===== src/hw/rtl/bwp_pkg.sv =====
package bwp_pkg;

    localparam int WEIGHT_FRAC_BITS = 14;

    localparam int LANES  = 4;
    localparam int IDX_W  = 2;
    localparam int WEIGHT_W = 16;
    localparam int SUM_W  = 18;
    localparam int NUM_W  = 26;
    localparam int REM_W  = 25;
    localparam int DEN_W  = 18;
    localparam int BYTE_W = 8;
    localparam int TOT_W  = 10;
    localparam int ADJ_W  = 11;
    localparam int QUO_STEPS = 8;

    localparam int DEG_LIMIT = int'((64'd1 << WEIGHT_FRAC_BITS) / 64'd100000000);

    localparam logic [BYTE_W-1:0] BYTE_MAX = 8'hFF;

    typedef logic [WEIGHT_W-1:0] weight_t;
    typedef weight_t [LANES-1:0] weight_vec_t;
    typedef logic [BYTE_W-1:0] byte_t;
    typedef byte_t [LANES-1:0] byte_vec_t;

    typedef struct packed {
        logic              neg;
        logic              sat;
        logic [REM_W-1:0]  rem;
        logic [BYTE_W-1:0] quo;
    } lane_t;

    typedef struct packed {
        logic              deg;
        logic [IDX_W-1:0]  top;
        logic [REM_W-1:0]  dsh;
        lane_t [LANES-1:0] lane;
    } div_t;

endpackage


===== src/hw/rtl/bwp_front.sv =====
module bwp_front (
    input  logic                 aclk,
    input  logic                 aresetn,
    input  logic                 up_valid,
    output logic                 up_ready,
    input  bwp_pkg::weight_vec_t up_w,
    output logic                 dn_valid,
    input  logic                 dn_ready,
    output bwp_pkg::div_t        dn_data
);

    typedef logic [bwp_pkg::NUM_W-1:0] num_t;

    logic                            a_valid_reg;
    bwp_pkg::weight_vec_t            a_w_reg;
    logic [bwp_pkg::SUM_W-1:0]       a_sum_reg;
    logic [bwp_pkg::SUM_W-1:0]       a_sum_next;
    logic                            a_ready;

    logic                            b_valid_reg;
    num_t [bwp_pkg::LANES-1:0]       b_num_reg;
    num_t [bwp_pkg::LANES-1:0]       b_num_next;
    logic [bwp_pkg::DEN_W-1:0]       b_den_reg;
    logic [bwp_pkg::DEN_W-1:0]       b_den_next;
    logic                            b_deg_reg;
    logic                            b_deg_next;
    logic [bwp_pkg::IDX_W-1:0]       b_top_reg;
    logic [bwp_pkg::IDX_W-1:0]       b_top_next;
    logic                            b_ready;

    logic                            c_valid_reg;
    bwp_pkg::div_t                   c_data_reg;
    bwp_pkg::div_t                   c_data_next;
    logic                            c_ready;

    localparam logic [bwp_pkg::SUM_W-1:0] DEG_LIM = bwp_pkg::SUM_W'(bwp_pkg::DEG_LIMIT);

    assign c_ready  = !c_valid_reg || dn_ready;
    assign b_ready  = !b_valid_reg || c_ready;
    assign a_ready  = !a_valid_reg || b_ready;
    assign up_ready = a_ready;
    assign dn_valid = c_valid_reg;
    assign dn_data  = c_data_reg;

    always_comb begin
        a_sum_next = '0;
        for (int i = 0; i < bwp_pkg::LANES; i++) begin
            a_sum_next = a_sum_next + {{(bwp_pkg::SUM_W - bwp_pkg::WEIGHT_W){up_w[i][15]}},
                                       up_w[i]};
        end
    end

    always_comb begin
        num_t wx;
        num_t sx;
        sx = {{(bwp_pkg::NUM_W - bwp_pkg::SUM_W){a_sum_reg[bwp_pkg::SUM_W-1]}}, a_sum_reg};
        for (int i = 0; i < bwp_pkg::LANES; i++) begin
            wx = {{(bwp_pkg::NUM_W - bwp_pkg::WEIGHT_W){a_w_reg[i][15]}}, a_w_reg[i]};
            b_num_next[i] = (wx << 9) - (wx << 1) + sx;
        end
        b_den_next = {a_sum_reg[bwp_pkg::SUM_W-2:0], 1'b0};
        b_deg_next = a_sum_reg[bwp_pkg::SUM_W-1] || (a_sum_reg <= DEG_LIM);
        b_top_next = '0;
        for (int i = 1; i < bwp_pkg::LANES; i++) begin
            if ($signed(a_w_reg[i]) > $signed(a_w_reg[b_top_next])) begin
                b_top_next = bwp_pkg::IDX_W'(i);
            end
        end
    end

    always_comb begin
        c_data_next.deg = b_deg_reg;
        c_data_next.top = b_top_reg;
        c_data_next.dsh = {b_den_reg[bwp_pkg::REM_W-8:0], 7'b0};
        for (int i = 0; i < bwp_pkg::LANES; i++) begin
            c_data_next.lane[i].neg = b_num_reg[i][bwp_pkg::NUM_W-1];
            c_data_next.lane[i].sat = !b_num_reg[i][bwp_pkg::NUM_W-1] &&
                                      (b_num_reg[i] >= {b_den_reg, 8'b0});
            c_data_next.lane[i].rem = b_num_reg[i][bwp_pkg::REM_W-1:0];
            c_data_next.lane[i].quo = '0;
        end
    end

    always_ff @(posedge aclk) begin
        if (!aresetn) begin
            a_valid_reg <= 1'b0;
            b_valid_reg <= 1'b0;
            c_valid_reg <= 1'b0;
        end else begin
            if (a_ready) a_valid_reg <= up_valid;
            if (b_ready) b_valid_reg <= a_valid_reg;
            if (c_ready) c_valid_reg <= b_valid_reg;
        end
    end

    always_ff @(posedge aclk) begin
        if (up_valid && a_ready) begin
            a_w_reg   <= up_w;
            a_sum_reg <= a_sum_next;
        end
        if (a_valid_reg && b_ready) begin
            b_num_reg <= b_num_next;
            b_den_reg <= b_den_next;
            b_deg_reg <= b_deg_next;
            b_top_reg <= b_top_next;
        end
        if (b_valid_reg && c_ready) begin
            c_data_reg <= c_data_next;
        end
    end

endmodule


===== config.mk =====
export PLATFORM = sky130hd
export DESIGN_NAME = bwp_front
export DESIGN_NICKNAME = d
export VERILOG_FILES = /design/src/hw/rtl/bwp_pkg.sv /design/src/hw/rtl/bwp_front.sv
export SDC_FILE = /design/constraint.sdc
export NUM_CORES = 1
export LEC_CHECK = 0
export BUFFER_PORTS_ARGS = -buffer_cell sky130_fd_sc_hd__buf_2
export CORE_UTILIZATION = 53
export CTS_BUF_LIST = sky130_fd_sc_hd__clkbuf_4 sky130_fd_sc_hd__clkbuf_8
export CTS_CLUSTER_SIZE = 14
export DETAILED_ROUTE_END_ITERATION = 12
export MAX_ROUTING_LAYER = met4
export PLACE_DENSITY = 0.79
export SETUP_SLACK_MARGIN = 0.2
export SLEW_MARGIN = 10
export SYNTH_ARGS = -nofsm -noshare
export SYNTH_HDL_FRONTEND = slang
export SYNTH_SLANG_ARGS = --single-unit

===== constraint.sdc =====
create_clock -name aclk -period 37.6 [get_ports aclk]
set_input_delay 7.52 -clock aclk [delete_from_list [all_inputs] [get_ports aclk]]
set_output_delay 7.52 -clock aclk [all_outputs]
set_load 0.05 [all_outputs]

# Yosys cells after proc, flatten, opt, wreduce, memory -nomap -nowiden
# Index checks and enable logic that the tools add are counted.
[op_classes]
n_shift = 0
order_cmp = 10
eq_ne = 0
bitwise = 0
add_sub_neg = 11
muxes = 6
n_reduce_logical = 18
multipliers = 0
div = 0
[ops]
columns = ["cell", "n"]
rows = [
  ["$add A26 B26 Y26", 4],
  ["$ge A26 B26 Y1", 4],
  ["$sub A25 B17 Y26", 4],
  ["$bmux W16 S2", 2],
  ["$gt A16 B16 Y1", 3],
  ["$mux W16", 2],
  ["$add A17 B16 Y18", 1],
  ["$add A18 B18 Y18", 1],
  ["$le A18 B1 Y1 const B", 1],
  ["$add A16 B16 Y17", 1],
  ["$logic_and A1 B1 Y1", 7],
  ["$logic_not A1 Y1", 7],
  ["$lt A2 B3 Y1 const B", 2],
  ["$logic_or A1 B1 Y1", 4],
  ["$mux W2", 1],
  ["$mux W1", 1],
]
[totals]
n_memories = 0
latch_bits = 0
romBits = 0
mem_bits_rw = 0
regBits = 337
out_inout_bits = 170
elab_cells = 75
input_bits = 68

# Longest topological paths before layout
[depth]
depth_word = 9
ltp_mapped = 31

# Worst setup path after synthesis
# No wires, ideal clock.
[synth_timing]
path_type = "input to register"
start = "in dn_ready"
end = "reg b_deg_reg, enable pin"
required_time_ps = 36818
arrival_ps = 16289
path_buffers = 0
path_stages = 2
setup_slack_ps = 20529
cell_sequence = "nor2b_1 > a21boi_0"
[synth_via]
elab_chain_len = 3
[synth_lines]
columns = ["element", "line", "text"]
rows = [
  ["start: declaration", "bwp_front.sv:8", "input logic dn_ready,"],
  ["$logic_or A1 B1 Y1", "bwp_front.sv:38", "assign c_ready = !c_valid_reg || dn_ready;"],
  ["$logic_or A1 B1 Y1", "bwp_front.sv:39", "assign b_ready = !b_valid_reg || c_ready;"],
  ["$logic_and A1 B1 Y1", "bwp_front.sv:101", "if (a_valid_reg && b_ready) begin"],
  ["end signal: assignment", "bwp_front.sv:104", "b_deg_reg <= b_deg_next;"],
  ["end: declaration", "bwp_front.sv:25", "logic b_deg_reg;"],
]
# No other way between the ends.
# A chain may end at the register's enable or synchronous reset.

# Worst setup path in the final report
[layout_timing]
start = "in dn_ready"
end = "out up_ready"
[layout_via]
elab_chain_len = 3
[layout_lines]
columns = ["element", "line", "text"]
rows = [
  ["$logic_or A1 B1 Y1", "bwp_front.sv:38", ""],
  ["$logic_or A1 B1 Y1", "bwp_front.sv:39", ""],
  ["$logic_or A1 B1 Y1", "bwp_front.sv:40", "assign a_ready = !a_valid_reg || b_ready;"],
  ["end: declaration", "bwp_front.sv:5", "output logic up_ready,"],
]
# No other way between the ends.

==> run summary <==
CLOCK TREE
---------------------------------------------------------------------------------
H-tree depth reported by CTS                                                    2
Clock latency at the later pin of the worst-skew pair                      650 ps
Cells resized by post-CTS repair                                                0
Largest buffer count on any clock path                                          3
Clock buffer count from CTS                                                    53
TritonCTS clock tree                                                         done
Setup fix buffers added after clock tree synthesis                              0
Clock tree sinks                                                              329
Clock slew seen by the registers of the worst setup and hold paths          60 ps
Number of hold buffers added after CTS                                          0
Clk Tree Root Cell                                                   sky130_fd_sc_hd__clkbuf_8

ROUTING
---------------------------------------------------------------------------------
Routed wire length                                                       52.23 mm
Antenna-violating nets left                                                     0
Detail-routed via count per cell                                            5.602
Routed vias                                                                 14460
Count of TritonRoute iterations in the first routing pass                       5
DRC errors left                                                                 0
Routed WL per cell                                                       20.24 µm
Iter 0 DRT Violations                                                         965

CRITICAL PATH
---------------------------------------------------------------------------------
Launching element type of the critical path                             input pin
Most numerous cell on the critical path                              sky130_fd_sc_hd__buf_2
Slowest cell on crit path                                            sky130_fd_sc_hd__nor2b_1
Worst stage delay on the critical path                                     580 ps
Sequence of cells on the critical path                               buf_2 > nor2b_1 > nand3_1 > buf_2
Capturing element type of the critical path                          primary output
Cell family contributing the most delay on the critical path         simple AND/OR/NAND/NOR gates
Required time at the worst-slack endpoint                                30080 ps
Peak fanout along the critical path                                             6
CP bufs+invs                                                                    2
Crit path kind                                                             in2out
Crit path DAT                                                             8640 ps

SYNTHESIS
---------------------------------------------------------------------------------
Yosys reg bits                                                                329
Share of cell area taken by muxes after synthesis                         0.01588
Synth area leader                                                    sky130_fd_sc_hd__edfxtp_1
Number of synthesized flops with an enable pin                                326
Synthesized-area fraction occupied by ao, oa, aoi and oai cells            0.1185
Share of the synthesized area in the top cell type                         0.4568
Post-Synth Simple-Gate Area                                               0.06509
Cells taking the most area after synthesis                           sky130_fd_sc_hd__edfxtp_1, sky130_fd_sc_hd__ha_1, sky130_fd_sc_hd__fa_1
Post-synth top flop                                                  sky130_fd_sc_hd__edfxtp_1
Synth cell types                                                               70
Share of synthesized area occupied by flip-flops and latches               0.4596
Mean area per synthesized cell                                          12.09 µm²
Fraction of the mapped netlist area in adder cells                         0.2406
Main combinational cell family by area after synthesis                adder cells
Yosys warning total                                                             0
Synthesized netlist cell count                                               1772
Share of synthesized registers carrying an async set or reset                   0
Netlist area before placement                                           21430 µm²
Xor and xnor area share after synthesis                                   0.03801

FLOORPLAN
---------------------------------------------------------------------------------
Starting Density                                                           0.5382
Placeable core region                                                   39820 µm²
Number of I/O pins                                                            238
Die boundary height                                                      203.1 µm
Total Die Area                                                          41250 µm²
Die width                                                                203.1 µm
Number of rows in the core area                                                73

STATUS
---------------------------------------------------------------------------------
Result of the run                                                    finished, final reports clean

FINAL LAYOUT
---------------------------------------------------------------------------------
Antenna fix cells                                                               0
Post-synthesis to final-layout area growth                                 11.75%
Commonest cells after routing, fill and taps aside                   sky130_fd_sc_hd__edfxtp_1, sky130_fd_sc_hd__ha_1, sky130_fd_sc_hd__inv_1, sky130_fd_sc_hd__buf_2, sky130_fd_sc_hd__a21oi_1
Final-stage net count                                                        2437
Largest register FFs                                                          124
Fill cells                                                                   3260
Most common cell after layout, fill and taps aside                   sky130_fd_sc_hd__edfxtp_1
Share of post-route cells with drive strength above 1                      0.1590

STA
---------------------------------------------------------------------------------
Largest clock skew in the final design                                   46.38 ps
Share of the clock period used by the worst path                           0.4297
Worst slew margin relative to its limit                                    0.2697
Fmax                                                                    61.89 MHz
Setup repair after global routing missed its margin                         false
Hold slack                                                               431.7 ps
Final setup fails                                                               0
TNS Setup                                                                    0 ps
Number of pins with negative max-slew slack in the final report                 0
Final hold viol count                                                           0
Minimum period implied by the final worst setup slack                    16160 ps
Transition time at the pin with the least slew margin                     1068 ps

PLACED DESIGN
---------------------------------------------------------------------------------
Count of port buffers added during placement                                  197
Half-perimeter wire length after detailed placement                      41.87 mm
Routability congestion estimate                                            0.9690

GLOBAL ROUTING
---------------------------------------------------------------------------------
Total Routing Usage GR                                                     0.2641
Antenna violations before repair                                                0
Residual overflow from global routing                                           0
First-pass GRT wire length                                               79.16 mm
Maximum number of pins on one net before global-route repair                   83
Vias in the first global route                                              14480

POWER AND IR DROP
---------------------------------------------------------------------------------
Static Leakage                                                           10.69 nW
Highest ir drop seen on vdd                                          0.00003395 V
Total power density per cell area                                    83.77 nW/µm²

MIN PATH
---------------------------------------------------------------------------------
Classification of the worst-slack hold path                               reg2reg

FLOW RUN
---------------------------------------------------------------------------------
Max-cap viol count                                                              0

-- through the flow --
stage | area [µm²] | setup WS (ps) | util | instances | power (W)
after global placement | 22930 | 21510 | 0.5758 | 2485 | 0.001665
final | 23950 | 21440 | 0.6014 | 2581 | 0.002006
after detailed placement | 22930 | 21440 | 0.5758 | 2485 | 0.001700
after floorplan | 21580 | 20530 | - | 1811 | 0.001422
after CTS | 23950 | 21440 | 0.6014 | 2581 | 0.002003
after global routing | 23950 | 21400 | 0.6014 | 2581 | 0.002153
-- cell type report --
cell class | instances | area [µm²] | area share
Inverter | 255 | 957.2 | 0.03996
Clock buffer | 68 | 854.6 | 0.03568
Multi-Input combinational cell | 1172 | 10430 | 0.4355
Sequential cell | 329 | 9849 | 0.4112
Tap cell | 525 | 656.9 | 0.02743
Timing Repair Buffer | 204 | 1039 | 0.04336
Clock inverter | 28 | 163.9 | 0.006844
-- report_power, final --
part	switching (W)	internal (W)	total [W]
logic	0.000630	0.000438	0.00107
registers	0.0000768	0.000566	0.000642
clock network	0.000141	0.000156	0.000297
total	0.000847	0.00116	0.00201
-- Yosys cell counts (7+ instances only) --
| master | instances |
|---|---|
| sky130_fd_sc_hd__a211oi_1 | 11 |
| sky130_fd_sc_hd__a21boi_0 | 7 |
| sky130_fd_sc_hd__a21o_1 | 65 |
| sky130_fd_sc_hd__a21oi_1 | 110 |
| sky130_fd_sc_hd__a31oi_1 | 8 |
| sky130_fd_sc_hd__and3_1 | 11 |
| sky130_fd_sc_hd__and4_1 | 7 |
| sky130_fd_sc_hd__buf_4 | 44 |
| sky130_fd_sc_hd__edfxtp_1 | 326 |
| sky130_fd_sc_hd__fa_1 | 97 |
| sky130_fd_sc_hd__ha_1 | 257 |
| sky130_fd_sc_hd__inv_1 | 255 |
| sky130_fd_sc_hd__mux2_2 | 16 |
| sky130_fd_sc_hd__mux2i_1 | 16 |
| sky130_fd_sc_hd__nand2_1 | 55 |
| sky130_fd_sc_hd__nand2b_1 | 18 |
| sky130_fd_sc_hd__nand3_1 | 18 |
| sky130_fd_sc_hd__nand4_1 | 24 |
| sky130_fd_sc_hd__nor2_1 | 67 |
| sky130_fd_sc_hd__nor2b_1 | 23 |
| sky130_fd_sc_hd__nor3_1 | 15 |
| sky130_fd_sc_hd__nor4_1 | 8 |
| sky130_fd_sc_hd__o2111ai_1 | 8 |
| sky130_fd_sc_hd__o211ai_1 | 10 |
| sky130_fd_sc_hd__o21a_1 | 27 |
| sky130_fd_sc_hd__o21ai_0 | 65 |
| sky130_fd_sc_hd__o21bai_1 | 8 |
| sky130_fd_sc_hd__or4_1 | 7 |
| sky130_fd_sc_hd__xnor2_1 | 65 |
| sky130_fd_sc_hd__xor2_1 | 28 |
-- worst paths after layout --
check | slack (ps) | end | cells past startpoint | from
min reg2reg | 430 | dn_data[165] | 0 | b_top_reg[0]
max | 21440 | up_ready | 4 | dn_ready
min | 430 | dn_data[165] | 0 | b_top_reg[0]
max reg2reg | 30550 | b_top_reg[0] | 28 | a_w_reg[1]
-- metal layers --
metal | GRT usage | vias up | share of wire
met3 | 0.03563 | 81 | 0.067
li1 | - | 6818 | -
met2 | 0.4380 | 530 | 0.49
met4 | 0.06821 | 0 | 0.019
met1 | 0.3425 | 7031 | 0.43
met5 | - | - | 0
-- cells by family (layout without fill, tap and decap cells) --
family / Yosys count / count (layout)
other: 1 / 40
buffers and inverters: 310 / 555
AOI/OAI and AO/OA: 382 / 382
adders and majority gates: 354 / 354
xor gates and xnor gates: 93 / 93
muxes: 32 / 32
and+or+nand+nor: 271 / 271
DFF: 329 / 329
(Power assumes the default switching activity.)
