File: config.mk
export PLATFORM = sky130hd
export DESIGN_NAME = bwp_back
export DESIGN_NICKNAME = d
export VERILOG_FILES = /design/src/hw/rtl/bwp_pkg.sv /design/src/hw/rtl/bwp_back.sv
export SDC_FILE = /design/constraint.sdc
export NUM_CORES = 1
export LEC_CHECK = 0
export BUFFER_PORTS_ARGS = -buffer_cell sky130_fd_sc_hd__buf_2
export CAP_MARGIN = 20
export CORE_AREA = 4 4 103 105
export DETAILED_ROUTE_END_ITERATION = 6
export DIE_AREA = 0 0 107 109
export GPL_ROUTABILITY_DRIVEN = 0
export PLACE_DENSITY = 0.86
export SYNTH_ARGS = -nofsm -noshare
export SYNTH_HDL_FRONTEND = slang
export SYNTH_SLANG_ARGS = --single-unit
File: constraint.sdc
create_clock -name aclk -period 5.32 [get_ports aclk]
set_input_delay 1.064 -clock aclk [delete_from_list [all_inputs] [get_ports aclk]]
set_output_delay 1.064 -clock aclk [all_outputs]
set_load 0.02 [all_outputs]
File: src/hw/rtl/bwp_pkg.sv
package bwp_pkg;

    localparam int WEIGHT_FRAC_BITS = 14;

    localparam int LANES  = 4;
    localparam int IDX_W  = 2;
    localparam int WEIGHT_W = 16;
    localparam int SUM_W  = 18;
    localparam int NUM_W  = 26;
    localparam int REM_W  = 25;
    localparam int DEN_W  = 18;
    localparam int BYTE_W = 8;
    localparam int TOT_W  = 10;
    localparam int ADJ_W  = 11;
    localparam int QUO_STEPS = 8;

    localparam int DEG_LIMIT = int'((64'd1 << WEIGHT_FRAC_BITS) / 64'd100000000);

    localparam logic [BYTE_W-1:0] BYTE_MAX = 8'hFF;

    typedef logic [WEIGHT_W-1:0] weight_t;
    typedef weight_t [LANES-1:0] weight_vec_t;
    typedef logic [BYTE_W-1:0] byte_t;
    typedef byte_t [LANES-1:0] byte_vec_t;

    typedef struct packed {
        logic              neg;
        logic              sat;
        logic [REM_W-1:0]  rem;
        logic [BYTE_W-1:0] quo;
    } lane_t;

    typedef struct packed {
        logic              deg;
        logic [IDX_W-1:0]  top;
        logic [REM_W-1:0]  dsh;
        lane_t [LANES-1:0] lane;
    } div_t;

endpackage

File: src/hw/rtl/bwp_back.sv
module bwp_back (
    input  logic          aclk,
    input  logic          aresetn,
    input  logic          up_valid,
    output logic          up_ready,
    input  bwp_pkg::div_t up_data,
    output logic          dn_valid,
    input  logic          dn_ready,
    output logic [31:0]   dn_packed,
    output logic          dn_deg
);

    logic                          f_valid_reg;
    bwp_pkg::byte_vec_t            f_byte_reg;
    bwp_pkg::byte_vec_t            f_byte_next;
    logic [bwp_pkg::TOT_W-1:0]     f_total_reg;
    logic [bwp_pkg::TOT_W-1:0]     f_total_next;
    logic [bwp_pkg::IDX_W-1:0]     f_top_reg;
    logic                          f_deg_reg;
    logic                          f_ready;

    logic                          o_valid_reg;
    logic [31:0]                   o_packed_reg;
    logic [31:0]                   o_packed_next;
    logic                          o_deg_reg;
    logic                          o_ready;

    assign o_ready   = !o_valid_reg || dn_ready;
    assign f_ready   = !f_valid_reg || o_ready;
    assign up_ready  = f_ready;
    assign dn_valid  = o_valid_reg;
    assign dn_packed = o_packed_reg;
    assign dn_deg    = o_deg_reg;

    always_comb begin
        f_total_next = '0;
        for (int i = 0; i < bwp_pkg::LANES; i++) begin
            if (up_data.lane[i].neg) begin
                f_byte_next[i] = '0;
            end else if (up_data.lane[i].sat) begin
                f_byte_next[i] = bwp_pkg::BYTE_MAX;
            end else begin
                f_byte_next[i] = up_data.lane[i].quo;
            end
            f_total_next = f_total_next + bwp_pkg::TOT_W'(f_byte_next[i]);
        end
    end

    always_comb begin
        logic [bwp_pkg::ADJ_W-1:0] adj;
        bwp_pkg::byte_vec_t        fixed;
        adj = bwp_pkg::ADJ_W'(f_byte_reg[f_top_reg]) + bwp_pkg::ADJ_W'(bwp_pkg::BYTE_MAX)
            - bwp_pkg::ADJ_W'(f_total_reg);
        fixed = f_byte_reg;
        if (adj[bwp_pkg::ADJ_W-1]) begin
            fixed[f_top_reg] = '0;
        end else if (adj[bwp_pkg::ADJ_W-2:bwp_pkg::BYTE_W] != '0) begin
            fixed[f_top_reg] = bwp_pkg::BYTE_MAX;
        end else begin
            fixed[f_top_reg] = adj[bwp_pkg::BYTE_W-1:0];
        end
        if (f_deg_reg) begin
            o_packed_next = 32'(bwp_pkg::BYTE_MAX);
        end else begin
            o_packed_next = fixed;
        end
    end

    always_ff @(posedge aclk) begin
        if (!aresetn) begin
            f_valid_reg <= 1'b0;
            o_valid_reg <= 1'b0;
        end else begin
            if (f_ready) f_valid_reg <= up_valid;
            if (o_ready) o_valid_reg <= f_valid_reg;
        end
    end

    always_ff @(posedge aclk) begin
        if (up_valid && f_ready) begin
            f_byte_reg  <= f_byte_next;
            f_total_reg <= f_total_next;
            f_top_reg   <= up_data.top;
            f_deg_reg   <= up_data.deg;
        end
        if (f_valid_reg && o_ready) begin
            o_packed_reg <= o_packed_next;
            o_deg_reg    <= f_deg_reg;
        end
    end

endmodule

# Word level (Yosys, flattened, before mapping)
# Index checks and enable logic that the tools add are counted.
dict set report word_totals {
  latch_bits 0
  elab_cells 44
  mem_bits_rw 0
  ff_bits 80
  memories 0
  mem_bits_ro 0
  input_bits 172
}
dict set report classes {
  bitwise 3
  reduce_logical 8
  n_mux 15
  n_shift 0
  n_eq_ne 0
  n_mul 0
  n_div 0
  add_sub_neg 5
  order_cmp 2
}
# operator count
set op_table {}
lappend op_table {{$mux 8} 10}
lappend op_table {{$mux 32} 2}
lappend op_table {{$and 32x32->32} 1}
lappend op_table {{$bwmux 32} 1}
lappend op_table {{$not 32->32} 1}
lappend op_table {{$or 32x32->32} 1}
lappend op_table {{$bmux 8 s2} 1}
lappend op_table {{$demux 8 s2} 1}
lappend op_table {{$sub 9x10->11} 1}
lappend op_table {{$add 10x8->10} 1}
lappend op_table {{$add 9x8->10} 1}
lappend op_table {{$add 8x8->9} 1}
lappend op_table {{$add 8x8->9 const B} 1}
lappend op_table {{$logic_and 1x1->1} 3}
lappend op_table {{$lt 2x3->1 const B} 1}
lappend op_table {{$ge 2x1->1 const B} 1}
lappend op_table {{$logic_not 1->1} 2}
lappend op_table {{$logic_or 1x1->1} 2}
lappend op_table {{$reduce_bool 2->1} 1}

# Longest topological paths before layout
# Gate-level depths: netlist (run 1).
dict set report depth {
  depth_word 7
  depth_mapped 14
}

# Least setup slack after synthesis (run 1)
# No wires, ideal clock.
dict set report synth_timing {
  path_type {input port to flip-flop}
  startpoint {input port up_data[33] in the netlist's numbering}
  endpoint {register f_total_reg[9] in the netlist's numbering (data pin)}
  setup_time_ps 265
  t_required_ps 5055
  stages 13
  setup_slack_ps 1208
  arrival_time_ps 3847
  n_path_buf 1
  cell_sequence {clkbuf_1 nor2_1 or2_2 fa_1 inv_1 fa_1 ha_1 fa_1 a21o_1 a21oi_1 o21bai_1 a21oi_1 o21ai_0}
}
dict set report synth_via {
  elab_chain_len 5
}
# element line
set synth_rtl {}
lappend synth_rtl {{start, declared} bwp_back.sv:6} ;# input bwp_pkg::div_t up_data,
lappend synth_rtl {{$mux 8} bwp_back.sv:40} ;# end else if (up_data.lane[i].sat) begin
lappend synth_rtl {{$mux 8} bwp_back.sv:38} ;# if (up_data.lane[i].neg) begin
lappend synth_rtl {{$add 8x8->9} bwp_back.sv:45} ;# f_total_next = f_total_next + bwp_pkg::TOT_W'(f_byte_next[i]);
lappend synth_rtl {{$add 9x8->10} bwp_back.sv:45}
lappend synth_rtl {{$add 10x8->10} bwp_back.sv:45}
lappend synth_rtl {{net f_total_next, one bit} bwp_back.sv:17} ;# logic [bwp_pkg::TOT_W-1:0] f_total_next;
lappend synth_rtl {{end signal, assigned} bwp_back.sv:82} ;# f_total_reg <= f_total_next;
lappend synth_rtl {{end, declared} bwp_back.sv:16} ;# logic [bwp_pkg::TOT_W-1:0] f_total_reg;
# The timed path passes the listed nets, and every way through them passes these cells.
# A chain may end at the register's enable or synchronous reset.

# Worst setup path after layout (run 1)
# Same ends and word-level chain as after synthesis.

==> results of run 1 <==
[through the flow]
step                instance area, um^2  power [uW]  cells  worst slack [ps]  hold WS [ps]
floorplan                          4500        1380    386              1210           473
global placement                   5050        1510    592              1040           494
detailed placement                 5050        1550    592               970           505
CTS                                5260        2030    608              1270           528
global route                       5260        2150    608              1110           562
finish                             5260        2030    608              1230           524
[synthesized netlist by cell type (2+ instances only)]
library cell	count
a22o_1	12
nand3_1	8
a211oi_2	2
or3_1	3
dfxtp_1	2
ha_1	17
xor2_1	4
fa_1	17
xnor2_1	7
a21o_1	6
a21oi_1	16
nor2b_1	6
o21ai_0	12
nand2_1	19
or2_2	12
nor3_1	2
nor2_1	62
a221o_1	4
o21ai_1	7
nand2b_1	4
and3_1	6
clkbuf_1	7
edfxtp_1	78
o211ai_1	4
mux4_2	8
inv_1	47
[layer usage]
layer | up-vias | share of wire, % | routed length, um
met3 | 29 | 9.5 | 951
met2 | 181 | 47 | 4710
li1 | 1526 | - | -
met1 | 1476 | 41 | 4060
met4 | 0 | 2.7 | 266
met5 | - | 0 | 0
[worst max-delay path, cell delays in order]
cell      delay, ps
buf_2           200
nor2_1           50
or2_2           300
fa_1            420
inv_1            80
fa_1            410
ha_1            250
fa_1            420
a21o_1          190
a21oi_1         250
o21bai_1        110
a21oi_1         290
o21ai_0         150
[final cells by class]
class / count / area, um^2 / area share (%)
Clock buffer: 9 / 124 / 2.35
Clock inverter: 7 / 86.3 / 1.64
Inverter: 47 / 176 / 3.35
Multi-Input combinational cell: 250 / 1910 / 36.3
Sequential cell: 80 / 2380 / 45.3
Tap cell: 133 / 166 / 3.16
Timing Repair Buffer: 82 / 413 / 7.85
[final timing paths]
kind | to | cells past startpoint
worst max register to register | dn_packed[5]$_SDFFCE_PP1P_ | 8
worst min-delay path | dn_valid$_SDFFE_PN0P_ | 1
worst min register to register | dn_valid$_SDFFE_PN0P_ | 1
worst max-delay path | f_total_reg[9]$_DFFE_PP_ | 13
[kinds of logic (layout without fill, tap and decap cells)]
group,after synthesis,after routing,share of synthesized area [%]
mux,8,8,4.00
xor+xnor,12,12,2.50
fa+ha+maj,34,34,12.3
simple gates,126,126,12.9
buf+inv,56,145,4.70
compound gates,70,70,10.7
flops,80,80,52.9
[power by group through the flow]
| stage | sequential (uW) | combinational (uW) | clock (uW) |
|---|---|---|---|
| final | 828 | 731 | 475 |
| after global routing | 833 | 813 | 507 |
| after CTS | 826 | 721 | 480 |
| after detailed placement | 841 | 711 | 0 |
| after global placement | 838 | 671 | 0 |
| after floorplan | 848 | 532 | 0 |
==> flow_summary.json, run 1 <==
{
  "ant_nets": 0,
  "use_met3_pct": 3.43,
  "cp_max_fo": 8,
  "synth_area_leader_cell": "edfxtp_1",
  "cts_max_level": 3,
  "synth_fp_nets": 592,
  "grt_overflow": 0,
  "use_met2_pct": 30.4,
  "finalSetupViolations": 0,
  "grt_pass1_wl_mm": 16.0,
  "drive_gt1_share_pct": 26.7,
  "antennaDiodeCount": 0,
  "crit_path_end_kind": "register",
  "critPathRequiredTime_ps": 5410,
  "dr.pass1.iters": 5,
  "gr-max-usage-layer": "met2",
  "num_rows": 36,
  "hpwlAfterDp_mm": 7.93,
  "drc": 0,
  "finalHoldViolCount": 0,
  "synth_warnings": 0,
  "antenna_found_initial": 0,
  "start_util_pct": 46.7,
  "synth_edf_count": 78,
  "fill_cells": 832,
  "cts_sinks": 80,
  "async_flop_share_pct": 0,
  "intPower_uw": 1340,
  "crit_arrival_ps": 4180,
  "clk_latency_ps": 350,
  "fin_crit_sh_pct": 76.8,
  "clk_pin_slew_worst_paths_ps": 80,
  "p_leak_uw": 0.00226,
  "yosysUniqueCellTypes": 40,
  "die_h_um": 109,
  "p_sw_share_pct": 34.2,
  "syn-cell-area_um2": 4500,
  "syn-instance-count": 386,
  "final_cell_mix": "81 x buf_2, 78 x edfxtp_1, 62 x nor2_1, 47 x inv_1, 19 x nand2_1",
  "postCtsHoldBufs": 0,
  "cts_made_buffers": 9,
  "r2r-start": "f_top_reg[0]$_DFFE_PP_",
  "wl_per_cell_um": 16.4,
  "comb_power_share_pct": 36.0,
  "cts_resized": 0,
  "core_area_um2": 9640,
  "tns_ps": 0,
  "layout_commonest_cell": "buf_2",
  "final_nets": 676,
  "path_class": "input port to register",
  "drtIter0Drc": 238,
  "worstMarginPinSlew_ps": 987,
  "num_vias": 3212,
  "cts.path.max_buffers": 2,
  "regToRegSetupSlack_ps": 1820,
  "io_buffers": 81,
  "finalCriticalPeriod_ps": 4090,
  "p_per_area_nw_per_um2": 387,
  "synth_area_leaders": "edfxtp_1 52%, fa_1 7.6%, nor2_1 5.2%",
  "startpoint_type": "input port",
  "hp-class": "register to register",
  "grt_pass1_vias": 3269,
  "grt_max_degree": 46,
  "timing.fmax_mhz": 245,
  "cts_tree": "done",
  "pwr-share-seq_pct": 40.7,
  "root_buffer": "clkbuf_8",
  "wirelength_mm": 9.99,
  "use_met1_pct": 23.1,
  "synth_top_area_share_pct": 52.0,
  "rsz0062_at_grt": "no",
  "fin_skew_ps": 8.47,
  "synth_ff_type": "edfxtp_1",
  "slew_headroom_pct": 34.2,
  "ios": 207,
  "min_from": "f_valid_reg$_SDFFE_PN0N_",
  "post_cts_buffers": 0,
  "syn_area_per_cell_um2": 11.7,
  "status": "completed",
  "p_clk_share_pct": 23.4,
  "cap_violations": 0,
  "switchingPower_uw": 695,
  "post-route-util_pct": 54.6,
  "ys_seq_area_share_pct": 52.9,
  "vias_per_cell": 5.28,
  "slew_viol_final": 0,
  "cp-startpoint": "up_data[33]",
  "grt_usage_pct": 18.1,
  "die_w_um": 107,
  "dieArea_um2": 11700,
  "area_growth_pct": 16.8,
  "vdd_drop_max_mv": 0.174,
  "ys_seq_elements": 80
}
(Power assumes the default switching activity.)
==> run 2: changes to the inputs <==
--- a/config.mk
+++ b/config.mk
@@ -7,11 +7,11 @@
 export LEC_CHECK = 0
 export BUFFER_PORTS_ARGS = -buffer_cell sky130_fd_sc_hd__buf_2
 export CAP_MARGIN = 20
-export CORE_AREA = 4 4 103 105
+export CORE_AREA = 4 4 108 110
 export DETAILED_ROUTE_END_ITERATION = 6
-export DIE_AREA = 0 0 107 109
+export DIE_AREA = 0 0 112 114
 export GPL_ROUTABILITY_DRIVEN = 0
-export PLACE_DENSITY = 0.86
+export PLACE_DENSITY = 0.83
 export SYNTH_ARGS = -nofsm -noshare
 export SYNTH_HDL_FRONTEND = slang
 export SYNTH_SLANG_ARGS = --single-unit
==> constraint.sdc (replaced) <==
create_clock -name aclk -period 3.7 [get_ports aclk]
set_input_delay 0.74 -clock aclk [delete_from_list [all_inputs] [get_ports aclk]]
set_output_delay 0.74 -clock aclk [all_outputs]
set_load 0.02 [all_outputs]
==> run 2 against run 1 <==
Compared with the run above: total power is 45% higher; non-clock buffer count is 20 higher; global-route usage is 1.8 points lower; clock power is 40% higher; combinational power is 50% higher; final cell count is 4.3% higher; largest cell class unchanged; first-iteration DRC count is 3.4% higher; critical path depth stayed put; register-to-register slack worse by 1300 ps.
==> flow_summary.json, run 2 (synthesis gave the netlist of run 1 again) <==
{
  "status": "completed",
  "fin_ws_ps": 127,
  "ant_nets": 0,
  "cts_tree": "done",
  "fin_skew_ps": 11.2,
  "antennaDiodeCount": 0,
  "pre_cts_slack_ps": -220,
  "place_inst": 617,
  "grt_usage_pct": 16.3,
  "timing.fmax_mhz": 280,
  "slew_viol_final": 0,
  "rr_worst_depth": 9,
  "hpwlAfterDp_mm": 8.37,
  "crit_path_end_kind": "register",
  "die_h_um": 114,
  "num_rows": 38,
  "final_cell_mix": "81 x buf_2, 78 x edfxtp_1, 62 x nor2_1, 47 x inv_1, 20 x buf_4",
  "min_from": "f_valid_reg$_SDFFE_PN0N_",
  "cts_sinks": 80,
  "finalCriticalPeriod_ps": 3570,
  "dieArea_um2": 12800,
  "clk_latency_ps": 350,
  "hp-class": "register to register",
  "drtIter0Drc": 246,
  "finalSetupViolations": 0,
  "min_path_cells": 1,
  "cap_violations": 0,
  "area_growth_pct": 20.7,
  "antenna_found_initial": 0,
  "fin_crit_sh_pct": 96.6,
  "grt_overflow": 0,
  "p_per_area_nw_per_um2": 543,
  "slew_headroom_pct": 32.8,
  "startpoint_type": "input port",
  "worstMarginPinSlew_ps": 1010,
  "finalHoldViolCount": 0,
  "num_vias": 3335,
  "grt_pass1_wl_mm": 16.4,
  "vdd_drop_max_mv": 0.209,
  "cts.path.max_buffers": 2,
  "drive_gt1_share_pct": 29.8,
  "io_buffers": 81,
  "cts_max_level": 3,
  "clk_pin_slew_worst_paths_ps": 80,
  "wirelength_mm": 10.2,
  "core_area_um2": 10700,
  "stdcell_count": 634,
  "start_util_pct": 42.1,
  "cts_made_buffers": 9,
  "r2r-start": "f_top_reg[1]$_DFFE_PP_",
  "critPathRequiredTime_ps": 3800,
  "wl_per_cell_um": 16.1,
  "min_to": "dn_valid$_SDFFE_PN0P_",
  "root_buffer": "clkbuf_8",
  "dr.pass1.iters": 5,
  "grt_max_degree": 46,
  "regToRegSetupSlack_ps": 490,
  "layout_commonest_cell": "buf_2",
  "final_nets": 696,
  "postCtsHoldBufs": 0,
  "die_w_um": 112,
  "cp_max_fo": 6,
  "ios": 207,
  "r2r-end": "dn_packed[5]$_SDFFCE_PP1P_",
  "crit_arrival_ps": 3670,
  "tns_ps": 0,
  "vias_per_cell": 5.26,
  "drc": 0,
  "p_leak_uw": 0.00236,
  "grt_pass1_vias": 3313,
  "path_class": "input port to register"
}
## run 2: cell types whose count changed in the layout (fill, tap and decap cells not counted)
cell / delta
clkinv_2: -1
buf_12: +1
clkinvlp_4: -1
o41ai_2: +1
a21oi_1: -1
clkbuf_1: +2
o41ai_1: -1
buf_4: +19
a21oi_2: +1
clkinv_1: -1
## run 2: worst max-delay path by stage
stage	start	to	slack, ps	cells after the start
floorplan	up_data[33]	f_total_reg[9]$_DFFE_PP_	20	13
global placement	up_data[33]	f_total_reg[9]$_DFFE_PP_	-150	13
detailed placement	up_data[103]	f_total_reg[9]$_DFFE_PP_	-220	12
CTS	up_data[103]	f_total_reg[9]$_DFFE_PP_	140	12
global route	up_data[103]	f_total_reg[9]$_DFFE_PP_	-20	12
finish	up_data[33]	f_total_reg[9]$_DFFE_PP_	130	13
## run 2: cell type report
| type | count | area, um^2 |
|---|---|---|
| flip-flops and latches | 80 | 2380 |
| inverters | 47 | 176 |
| repair buffers | 102 | 576 |
| fillers | 926 | 5260 |
| clock inverters | 4 | 70.1 |
| clock buffers | 11 | 131 |
| multi-input cells | 250 | 1920 |
| well taps | 140 | 175 |
## run 2: what timing repair did
action                                  in CTS  in global routing
endpoints found under the setup margin       0                  2
setup buffers                                0                  2
resized for setup                            0                  1
## run 2: routing by layer
metal	GRT usage [%]	routed length, um	up-vias
met5	0	0	-
li1	-	-	1564
met4	6.01	203	0
met1	22.2	4430	1564
met2	26.4	4660	184
met3	2.86	903	23
## run 2: where the power goes
group          internal [uW]  total, uW  switching (uW)
clock                    374        664             290
combinational            454       1100             641
sequential              1130       1190            55.1
## run 2: worst max-delay path, stage by stage
cell and delay (ps):
buf_2 160, nor2_1 50, or2_2 320, fa_1 440, inv_1 80, fa_1 410, ha_1 250, fa_1 410
a21o_1 210, a21oi_2 160, o21bai_1 80, a21oi_1 220, o21ai_0 130
## run 2: stage by stage
step | area [um^2] | util, % | total power (uW) | hold slack, ps
final | 5430 | 50.8 | 2950 | 541
after global routing | 5430 | 50.8 | 3120 | 549
after CTS | 5400 | 50.5 | 2930 | 552
after detailed placement | 5200 | 48.6 | 2270 | 538
after global placement | 5200 | 48.6 | 2210 | 486
after floorplan | 4510 | - | 1990 | 473
